===== config.mk =====
export PLATFORM = sky130hd
export DESIGN_NAME = shared_buffer_multi_queue_unit
export DESIGN_NICKNAME = d
export VERILOG_FILES = /design/src/design/sbmq_pkg.sv /design/src/design/sbmq_datapath.sv /design/src/design/sbmq_ctrl.sv /design/src/design/shared_buffer_multi_queue_unit.sv
export VERILOG_INCLUDE_DIRS = /design/src /design/src/design
export SDC_FILE = /design/constraint.sdc
export NUM_CORES = 1
export LEC_CHECK = 0
export ABC_CLOCK_PERIOD_IN_PS = 5790
export BUFFER_PORTS_ARGS = -buffer_cell sky130_fd_sc_hd__buf_2
export CORE_MARGIN = 2
export CORE_UTILIZATION = 46
export CTS_CLUSTER_SIZE = 14
export DETAILED_ROUTE_END_ITERATION = 16
export PLACE_DENSITY_LB_ADDON = 0.15
export RECOVER_POWER = 25
export SYNTH_ARGS = -nofsm -noshare
export SYNTH_HDL_FRONTEND = slang
export SYNTH_SLANG_ARGS = --single-unit
export TNS_END_PERCENT = 50

===== constraint.sdc =====
create_clock -name i_clk -period 5.79 [get_ports i_clk]
set_clock_uncertainty 0.15 [all_clocks]
set_input_delay 0.8685 -clock i_clk [delete_from_list [all_inputs] [get_ports i_clk]]
set_output_delay 0.8685 -clock i_clk [all_outputs]
set_load 0.05 [all_outputs]

===== src/design/assert_macros.svh =====
// assertion macros used by the datapath
`ifndef ASSERT_MACROS_SVH
`define ASSERT_MACROS_SVH

// property that holds at every clock edge outside reset
`define ASSERT_ALWAYS(label, clk, rst_n, prop) \
    label: assert property (@(posedge clk) disable iff (!rst_n) (prop)) \
        else $error("assertion failed");

// implication that holds at every clock edge outside reset
`define ASSERT_IMPL(label, clk, rst_n, ante, cons) \
    label: assert property (@(posedge clk) disable iff (!rst_n) (ante) |-> (cons)) \
        else $error("assertion failed");

`endif


===== src/design/sbmq_pkg.sv =====
// types and codes of the shared buffer multi queue
package sbmq_pkg;

    localparam logic REQ_ENQ = 1'b0;
    localparam logic REQ_DEQ = 1'b1;

    localparam logic [1:0] ST_OK    = 2'd0;
    localparam logic [1:0] ST_FULL  = 2'd1;
    localparam logic [1:0] ST_EMPTY = 2'd2;

    typedef struct packed {
        logic               req_type;
        logic [1:0]         queue_id;
        logic signed [31:0] data_in;
    } t_req;

    typedef struct packed {
        logic [1:0]         status;
        logic signed [31:0] data_out;
    } t_res;

    typedef struct packed {
        logic clear;
        logic accept;
        logic fail;
        logic finish;
    } t_cmd;

    typedef struct packed {
        logic clear_last;
        logic ok;
    } t_stat;

endpackage


===== src/design/sbmq_datapath.sv =====
// slot store, link memory, queue and free list pointers and result register
`include "assert_macros.svh"

module sbmq_datapath #(
    parameter int SLOT_COUNT  = 16,
    parameter int QUEUE_COUNT = 4,
    parameter int DATA_WIDTH  = 32
) (
    input  logic          i_clk,
    input  logic          i_rst_n,
    input  sbmq_pkg::t_req i_req,
    input  sbmq_pkg::t_cmd i_cmd,
    output sbmq_pkg::t_stat o_stat,
    output sbmq_pkg::t_res  o_res
);

    localparam int SW  = (SLOT_COUNT > 1) ? $clog2(SLOT_COUNT) : 1;
    localparam int LW  = $clog2(SLOT_COUNT + 1);
    localparam int QN  = (QUEUE_COUNT < 4) ? QUEUE_COUNT : 4;
    localparam int QIW = (QN > 1) ? $clog2(QN) : 1;
    localparam logic [LW-1:0] NULL_LINK = LW'(SLOT_COUNT);

    logic [LW-1:0]         link_mem [SLOT_COUNT];
    logic [DATA_WIDTH-1:0] data_mem [SLOT_COUNT];

    logic [LW-1:0] r_qhead [QN];
    logic [LW-1:0] r_qtail [QN];
    logic [LW-1:0] n_qhead [QN];
    logic [LW-1:0] n_qtail [QN];
    logic [LW-1:0] r_free_head, n_free_head;
    logic [LW-1:0] r_free_tail, n_free_tail;
    logic [SW-1:0] r_clr;

    logic                  r_op;
    logic [QIW-1:0]        r_qi;
    logic [SW-1:0]         r_slot;
    logic [LW-1:0]         r_link;
    logic [DATA_WIDTH-1:0] r_rdata;
    sbmq_pkg::t_res        r_res;

    logic                   enq;
    logic                   q_ok;
    logic [QIW-1:0]         qi;
    logic [LW-1:0]          head_in;
    logic [SW-1:0]          slot_in;
    logic [DATA_WIDTH+31:0] din_ext;
    logic [DATA_WIDTH+31:0] dout_ext;

    logic          link_ok;
    logic [LW-1:0] link_n;
    logic [LW-1:0] cur_head;
    logic [LW-1:0] cur_tail;
    logic          lk_we;
    logic [SW-1:0] lk_waddr;
    logic [LW-1:0] lk_wdata;

    assign enq      = (i_req.req_type == sbmq_pkg::REQ_ENQ);
    assign q_ok     = (int'(i_req.queue_id) < QUEUE_COUNT);
    assign qi       = QIW'(i_req.queue_id);
    assign head_in  = r_qhead[qi];
    assign slot_in  = enq ? r_free_head[SW-1:0] : head_in[SW-1:0];
    assign din_ext  = {{DATA_WIDTH{1'b0}}, i_req.data_in};
    assign dout_ext = {32'b0, r_rdata};

    assign o_stat.ok = q_ok && (enq ? (r_free_head < NULL_LINK) : (head_in < NULL_LINK));
    assign o_stat.clear_last = (r_clr == SW'(SLOT_COUNT - 1));
    assign o_res = r_res;

    assign link_ok  = (r_link < NULL_LINK);
    assign link_n   = link_ok ? r_link : NULL_LINK;
    assign cur_head = r_qhead[r_qi];
    assign cur_tail = r_qtail[r_qi];

    // link writes of the clear chain and of accept, pointer updates and link write of finish
    always_comb begin
        n_qhead     = r_qhead;
        n_qtail     = r_qtail;
        n_free_head = r_free_head;
        n_free_tail = r_free_tail;
        lk_we       = 1'b0;
        lk_waddr    = slot_in;
        lk_wdata    = NULL_LINK;
        priority if (i_cmd.clear) begin
            lk_we    = 1'b1;
            lk_waddr = r_clr;
            lk_wdata = LW'(r_clr) + LW'(1);
        end else if (i_cmd.accept) begin
            lk_we    = 1'b1;
            lk_waddr = slot_in;
            lk_wdata = NULL_LINK;
        end else if (i_cmd.finish) begin
            lk_wdata = LW'(r_slot);
            if (r_op == sbmq_pkg::REQ_ENQ) begin
                n_free_head = link_n;
                if (!link_ok) begin
                    n_free_tail = NULL_LINK;
                end
                if (cur_head < NULL_LINK && cur_tail < NULL_LINK) begin
                    lk_we         = 1'b1;
                    lk_waddr      = cur_tail[SW-1:0];
                    n_qtail[r_qi] = LW'(r_slot);
                end else begin
                    n_qhead[r_qi] = LW'(r_slot);
                    n_qtail[r_qi] = LW'(r_slot);
                end
            end else begin
                if (LW'(r_slot) == cur_tail) begin
                    n_qhead[r_qi] = NULL_LINK;
                    n_qtail[r_qi] = NULL_LINK;
                end else begin
                    n_qhead[r_qi] = link_n;
                    if (!link_ok) begin
                        n_qtail[r_qi] = NULL_LINK;
                    end
                end
                if (r_free_head < NULL_LINK && r_free_tail < NULL_LINK) begin
                    lk_we       = 1'b1;
                    lk_waddr    = r_free_tail[SW-1:0];
                    n_free_tail = LW'(r_slot);
                end else begin
                    n_free_head = LW'(r_slot);
                    n_free_tail = LW'(r_slot);
                end
            end
        end
    end

    // link memory, read before write
    always_ff @(posedge i_clk) begin
        if (lk_we) begin
            link_mem[lk_waddr] <= lk_wdata;
        end
        if (i_cmd.accept) begin
            r_link <= link_mem[slot_in];
        end
    end

    // slot data memory
    always_ff @(posedge i_clk) begin
        if (i_cmd.accept) begin
            if (enq) begin
                data_mem[slot_in] <= din_ext[DATA_WIDTH-1:0];
            end else begin
                r_rdata <= data_mem[slot_in];
            end
        end
    end

    always_ff @(posedge i_clk) begin
        if (!i_rst_n) begin
            for (int i = 0; i < QN; i++) begin
                r_qhead[i] <= NULL_LINK;
                r_qtail[i] <= NULL_LINK;
            end
            r_free_head <= '0;
            r_free_tail <= LW'(SLOT_COUNT - 1);
            r_clr       <= '0;
        end else begin
            r_qhead     <= n_qhead;
            r_qtail     <= n_qtail;
            r_free_head <= n_free_head;
            r_free_tail <= n_free_tail;
            if (i_cmd.clear) begin
                r_clr <= r_clr + SW'(1);
            end
        end
    end

    // request latch and result register
    always_ff @(posedge i_clk) begin
        if (i_cmd.accept) begin
            r_op   <= i_req.req_type;
            r_qi   <= qi;
            r_slot <= slot_in;
        end
        if (i_cmd.fail) begin
            r_res.status   <= enq ? sbmq_pkg::ST_FULL : sbmq_pkg::ST_EMPTY;
            r_res.data_out <= '0;
        end else if (i_cmd.finish) begin
            r_res.status   <= sbmq_pkg::ST_OK;
            r_res.data_out <= (r_op == sbmq_pkg::REQ_ENQ) ? 32'sd0 : signed'(dout_ext[31:0]);
        end
    end

    `ASSERT_ALWAYS(a_free_ends, i_clk, i_rst_n,
        (r_free_head < NULL_LINK) == (r_free_tail < NULL_LINK))
    `ASSERT_ALWAYS(a_queue_ends, i_clk, i_rst_n,
        (r_qhead[0] < NULL_LINK) == (r_qtail[0] < NULL_LINK))
    `ASSERT_IMPL(a_clear_done, i_clk, i_rst_n,
        $past(i_cmd.clear && o_stat.clear_last), r_free_head == '0)

endmodule


===== src/design/sbmq_ctrl.sv =====
// controller state machine of the shared buffer multi queue
module sbmq_ctrl (
    input  logic            i_clk,
    input  logic            i_rst_n,
    input  logic            i_start,
    input  sbmq_pkg::t_stat i_stat,
    output sbmq_pkg::t_cmd  o_cmd,
    output logic            o_busy,
    output logic            o_done
);

    typedef enum logic [1:0] {
        S_CLEAR,
        S_IDLE,
        S_EXEC
    } t_state;

    t_state r_state;
    logic   r_done;

    assign o_cmd.clear  = (r_state == S_CLEAR);
    assign o_cmd.accept = (r_state == S_IDLE) && i_start && i_stat.ok;
    assign o_cmd.fail   = (r_state == S_IDLE) && i_start && !i_stat.ok;
    assign o_cmd.finish = (r_state == S_EXEC);
    assign o_busy       = (r_state != S_IDLE);
    assign o_done       = r_done;

    always_ff @(posedge i_clk) begin
        if (!i_rst_n) begin
            r_state <= S_CLEAR;
            r_done  <= 1'b0;
        end else begin
            r_done <= o_cmd.fail || o_cmd.finish;
            unique case (r_state)
                S_CLEAR: begin
                    if (i_stat.clear_last) begin
                        r_state <= S_IDLE;
                    end
                end
                S_IDLE: begin
                    if (o_cmd.accept) begin
                        r_state <= S_EXEC;
                    end
                end
                S_EXEC: begin
                    r_state <= S_IDLE;
                end
                default: begin
                    r_state <= S_IDLE;
                end
            endcase
        end
    end

endmodule


===== src/design/shared_buffer_multi_queue_unit.sv =====
// top level of the shared buffer multi queue
// result: for an accepted request the strobe follows the execute state and the done register;
// for one that reports full or empty it comes in the cycle after the request
// issue: a new request is taken only once the previous one has left the execute state, as the
// link memory read at accept is followed by the tail link write; full or empty requests never leave idle
// reset: busy stays high while the link memory is chained slot by slot
// results cannot be stalled: each is shown for one cycle with o_done
module shared_buffer_multi_queue_unit #(
    parameter int SLOT_COUNT  = 16,
    parameter int QUEUE_COUNT = 4,
    parameter int DATA_WIDTH  = 32
) (
    input  logic            i_clk,
    input  logic            i_rst_n,
    input  logic            start,
    output logic            busy,
    input  sbmq_pkg::t_req  i_req,
    output logic            o_done,
    output sbmq_pkg::t_res  o_res
);

    sbmq_pkg::t_cmd  cmd;
    sbmq_pkg::t_stat stat;

    sbmq_ctrl u_ctrl (
        .i_clk   (i_clk),
        .i_rst_n (i_rst_n),
        .i_start (start),
        .i_stat  (stat),
        .o_cmd   (cmd),
        .o_busy  (busy),
        .o_done  (o_done)
    );

    sbmq_datapath #(
        .SLOT_COUNT  (SLOT_COUNT),
        .QUEUE_COUNT (QUEUE_COUNT),
        .DATA_WIDTH  (DATA_WIDTH)
    ) u_datapath (
        .i_clk   (i_clk),
        .i_rst_n (i_rst_n),
        .i_req   (i_req),
        .i_cmd   (cmd),
        .o_stat  (stat),
        .o_res   (o_res)
    );

endmodule


==> impl_metrics.py <==
metrics = {
    "routing": {
        "wirelength_mm": 65.9,
        "drt_iter0_markers": 1492,
        "routed-via-count": 14700,
        "drtAntennaViolNets": 0,
        "wl_per_cell_um": 26.6,
        "viasPerCell": 5.92,
        "drcViolationCount": 0,
        "firstDrtPassIters": 5,
    },
    "cts": {
        "cts-buffers-inserted": 77,
        "hold_buffers": 0,
        "clockBufferDepth": 3,
        "clk_pin_slew_ps": 60,
        "cts_setup_buffers": 0,
        "clk_latency_ps": 620,
        "cts_tree": "yes",
        "h-tree-depth": 3,
        "cts_resized": 0,
        "clkSinkCount": 727,
        "cts_root_buf": "clkbuf_16",
    },
    "yosys": {
        "synth.cell_area_mm2": 0.0280,
        "synth_nets": 1569,
        "ys.flop_type": "edfxtp_1",
        "ys_warn_count": 0,
        "ys_ff_latch": 727,
        "synthCells": 1530,
        "yosysTopAreaCellShare_pct": 68.5,
        "ys_seq_area_share_pct": 74.8,
        "synth_enable_flop_cells": 638,
        "synth.avg_cell_area_um2": 18.3,
        "async_reset_ff_share_pct": 0,
        "synth_top_area_cell": "edfxtp_1",
        "synth_cell_type_count": 61,
        "ys_top_cells_by_area": "edfxtp_1, mux4_2, dfxtp_1, a22oi_1, nand2_1",
    },
    "timing": {
        "post-route-period-util_pct": 67.4,
        "relSlewSlack_pct": 23.2,
        "max_slew.worst_pin.slew_ps": 1150,
        "hold_viol": 0,
        "rsz0062_at_grt": "no",
        "finalCriticalPeriod_ps": 3900,
        "finalSetupViolCount": 0,
        "fmax_mhz": 256,
        "maxSlewViolCount": 0,
        "tns_ps": 0,
    },
    "grt": {
        "grt_start_max_net_pins": 66,
        "grt_first_pass_wirelength_mm": 98.1,
        "antenna_found_initial": 2,
        "grt_use_total_pct": 21.4,
        "gr-total-overflow": 0,
        "grt_pass1_vias": 14800,
    },
    "die": {
        "io_pins": 74,
        "dieHeight_um": 251,
        "rows": 90,
        "die_area_mm2": 0.0628,
        "die_w_um": 251,
        "start_util_pct": 46.4,
        "core-area_mm2": 0.0602,
    },
    "cells_and_area": {
        "drive_gt1_share_pct": 22.4,
        "finish.utilization_pct": 52.9,
        "area_growth_pct": 13.9,
        "final_cell_mix": "edfxtp_1, mux4_2, nand2_1",
        "final_common_cell": "edfxtp_1",
        "seqCellArea_mm2": 0.0209,
        "multi_input_area_mm2": 0.00680,
        "final_nets": 1674,
        "fill_cells": 4787,
    },
    "critical_path": {
        "reg2reg_to": "u_datapath.link_mem[12][1]$_DFFE_PP_",
        "cp.required_ps": 5950,
        "cp-startpoint": "i_req[33]",
        "reg2reg_slack_ps": 2080,
        "arrival_ps": 4070,
        "critical_path_class": "in -> reg",
        "critPathCapture": "u_datapath.data_mem[3][22]$_DFFE_PP_",
        "crit_path_cell_trace": "clkbuf_1 -> mux2_2 -> a221oi_2 -> nand2_1 -> nor2_4 -> buf_4",
        "r2r_start": "u_datapath.r_qi[0]$_DFFE_PP_",
        "start_kind": "primary input",
        "end_kind": "flip-flop",
        "reg2reg_depth": 6,
        "cpPeakStageDelay_ps": 910,
        "cp_max_fo": 24,
        "cp_slowest_cell": "nor2_4",
    },
    "place": {
        "dp_hpwl_mm": 36.7,
        "place.gp.congestion": 0.812,
        "numPortBuffers": 73,
    },
    "power_and_ir_drop": {
        "p_sw_mw": 2.23,
        "seq_power_share_pct": 53.3,
        "p_clk_share_pct": 44.2,
        "vdd_ir_drop_max_mv": 0.292,
        "switching_share_pct": 20.7,
        "p_leak_nw": 10.4,
        "p_comb_share_pct": 2.5,
        "pwr_density_cell_mw_per_mm2": 339,
        "p_int_mw": 8.58,
    },
    "outcome": {
        "status": "completed",
    },
    "hold_path": {
        "worstHoldPathType": "reg -> reg",
    },
    "job": {
        "maxCapViolCount": 0,
    },
}
-- worst min path at each step --
stage,slack (ps),cells past startpoint,from,endpoint
6_report,300,2,u_datapath.o_res[15]$_SDFFE_PP0N_,u_datapath.o_res[15]$_SDFFE_PP0N_
5_1_grt,310,2,u_datapath.o_res[17]$_SDFFE_PP0N_,u_datapath.o_res[17]$_SDFFE_PP0N_
4_1_cts,300,2,u_datapath.o_res[25]$_SDFFE_PP0N_,u_datapath.o_res[25]$_SDFFE_PP0N_
3_5_place_dp,290,2,u_datapath.o_res[25]$_SDFFE_PP0N_,u_datapath.o_res[25]$_SDFFE_PP0N_
3_3_place_gp,290,2,u_datapath.o_res[20]$_SDFFE_PP0N_,u_datapath.o_res[20]$_SDFFE_PP0N_
2_1_floorplan,300,2,u_datapath.r_qtail[13]$_SDFFE_PN0P_,u_datapath.r_qtail[13]$_SDFFE_PN0P_
-- logic make-up (layout without fill, tap and decap cells) --
| kind of cell | after synthesis | in the layout | synth area share [%] |
|---|---|---|---|
| AOI/OAI and AO/OA | 265 | 265 | 6.12 |
| xor gates and xnor gates | 9 | 9 | 0.282 |
| adders and majority gates | 1 | 1 | 0.0447 |
| buffers and inverters | 96 | 264 | 1.53 |
| DFF | 727 | 727 | 74.8 |
| muxes | 162 | 162 | 12.9 |
| other | 0 | 1 | 0 |
| and+or+nand+nor | 270 | 270 | 4.31 |
-- cell usage after synthesis (all sizes together) (3+ instances only) --
cell type and count:
edfxtp 638, xor2 3, o21ai 51, buf 40
o211ai 3, a31oi 17, or2 3, a21oi 70
and2 7, nand2b 4, nand2 111, a221o 4
a22oi 94, dfxtp 89, nand3 42, nor2 68
mux4 158, nor2b 13, xnor2 6, nor3 10
a211oi 11, clkbuf 46, inv 9
-- routing by layer --
metal	up-vias	GRT usage [%]	share of wire, %
met3	97	4.22	5.6
met2	441	34.2	48
met4	2	5.56	2.2
li1	6427	-	-
met1	7714	30.3	44
met5	-	0	0.020
-- critical path, delay by kind of cell --
family                 cells  cell delay [ps]
multiplexers               1              410
buffers and inverters      2              610
AND/OR/NAND/NOR            2             1380
AO/OA/AOI/OAI              1              780
-- power groups by stage --
stage	combinational (mW)	sequential [mW]	clock [mW]
after detailed placement	0.280	5.87	0
final	0.274	5.76	4.78
after CTS	0.279	5.76	4.87
after floorplan	0.0693	5.96	0
after global placement	0.273	5.87	0
after global routing	0.298	5.76	5.07
-- state kept, by name, indices dropped and copies added (netlist names), 2 cells and up --
signal / cells
u_datapath.r_free_head: 5
u_datapath.r_link: 5
u_datapath.r_slot: 4
u_datapath.r_qhead: 20
u_datapath.r_clr: 4
u_datapath.r_qtail: 20
u_ctrl.r_state: 2
u_datapath.o_res: 34
u_datapath.r_rdata: 32
u_datapath.r_qi: 2
u_datapath.data_mem: 512
u_datapath.r_free_tail: 5
u_datapath.link_mem: 80
-- per-stage QoR --
step | total power, mW | instances | hold slack, ps | worst slack, ps | area, um2
floorplan | 6.03 | 1530 | 299 | 1370 | 28000
global placement | 6.14 | 2338 | 289 | 1390 | 29400
detailed placement | 6.15 | 2338 | 292 | 1360 | 29400
CTS | 10.9 | 2480 | 300 | 2000 | 31900
global route | 11.1 | 2481 | 311 | 1710 | 31900
finish | 10.8 | 2481 | 297 | 1890 | 31900
-- cell type report --
| class | count | share of cell area [%] |
|---|---|---|
| Sequential cell | 727 | 65.7 |
| Multi-Input combinational cell | 707 | 21.3 |
| Clock buffer | 107 | 6.59 |
| Tap cell | 782 | 3.07 |
| Timing Repair Buffer | 112 | 2.03 |
| Clock inverter | 35 | 1.12 |
| Inverter | 10 | 0.118 |
| Antenna cell | 1 | 0.00785 |
Note: power is estimated with default switching activity, not from simulation.
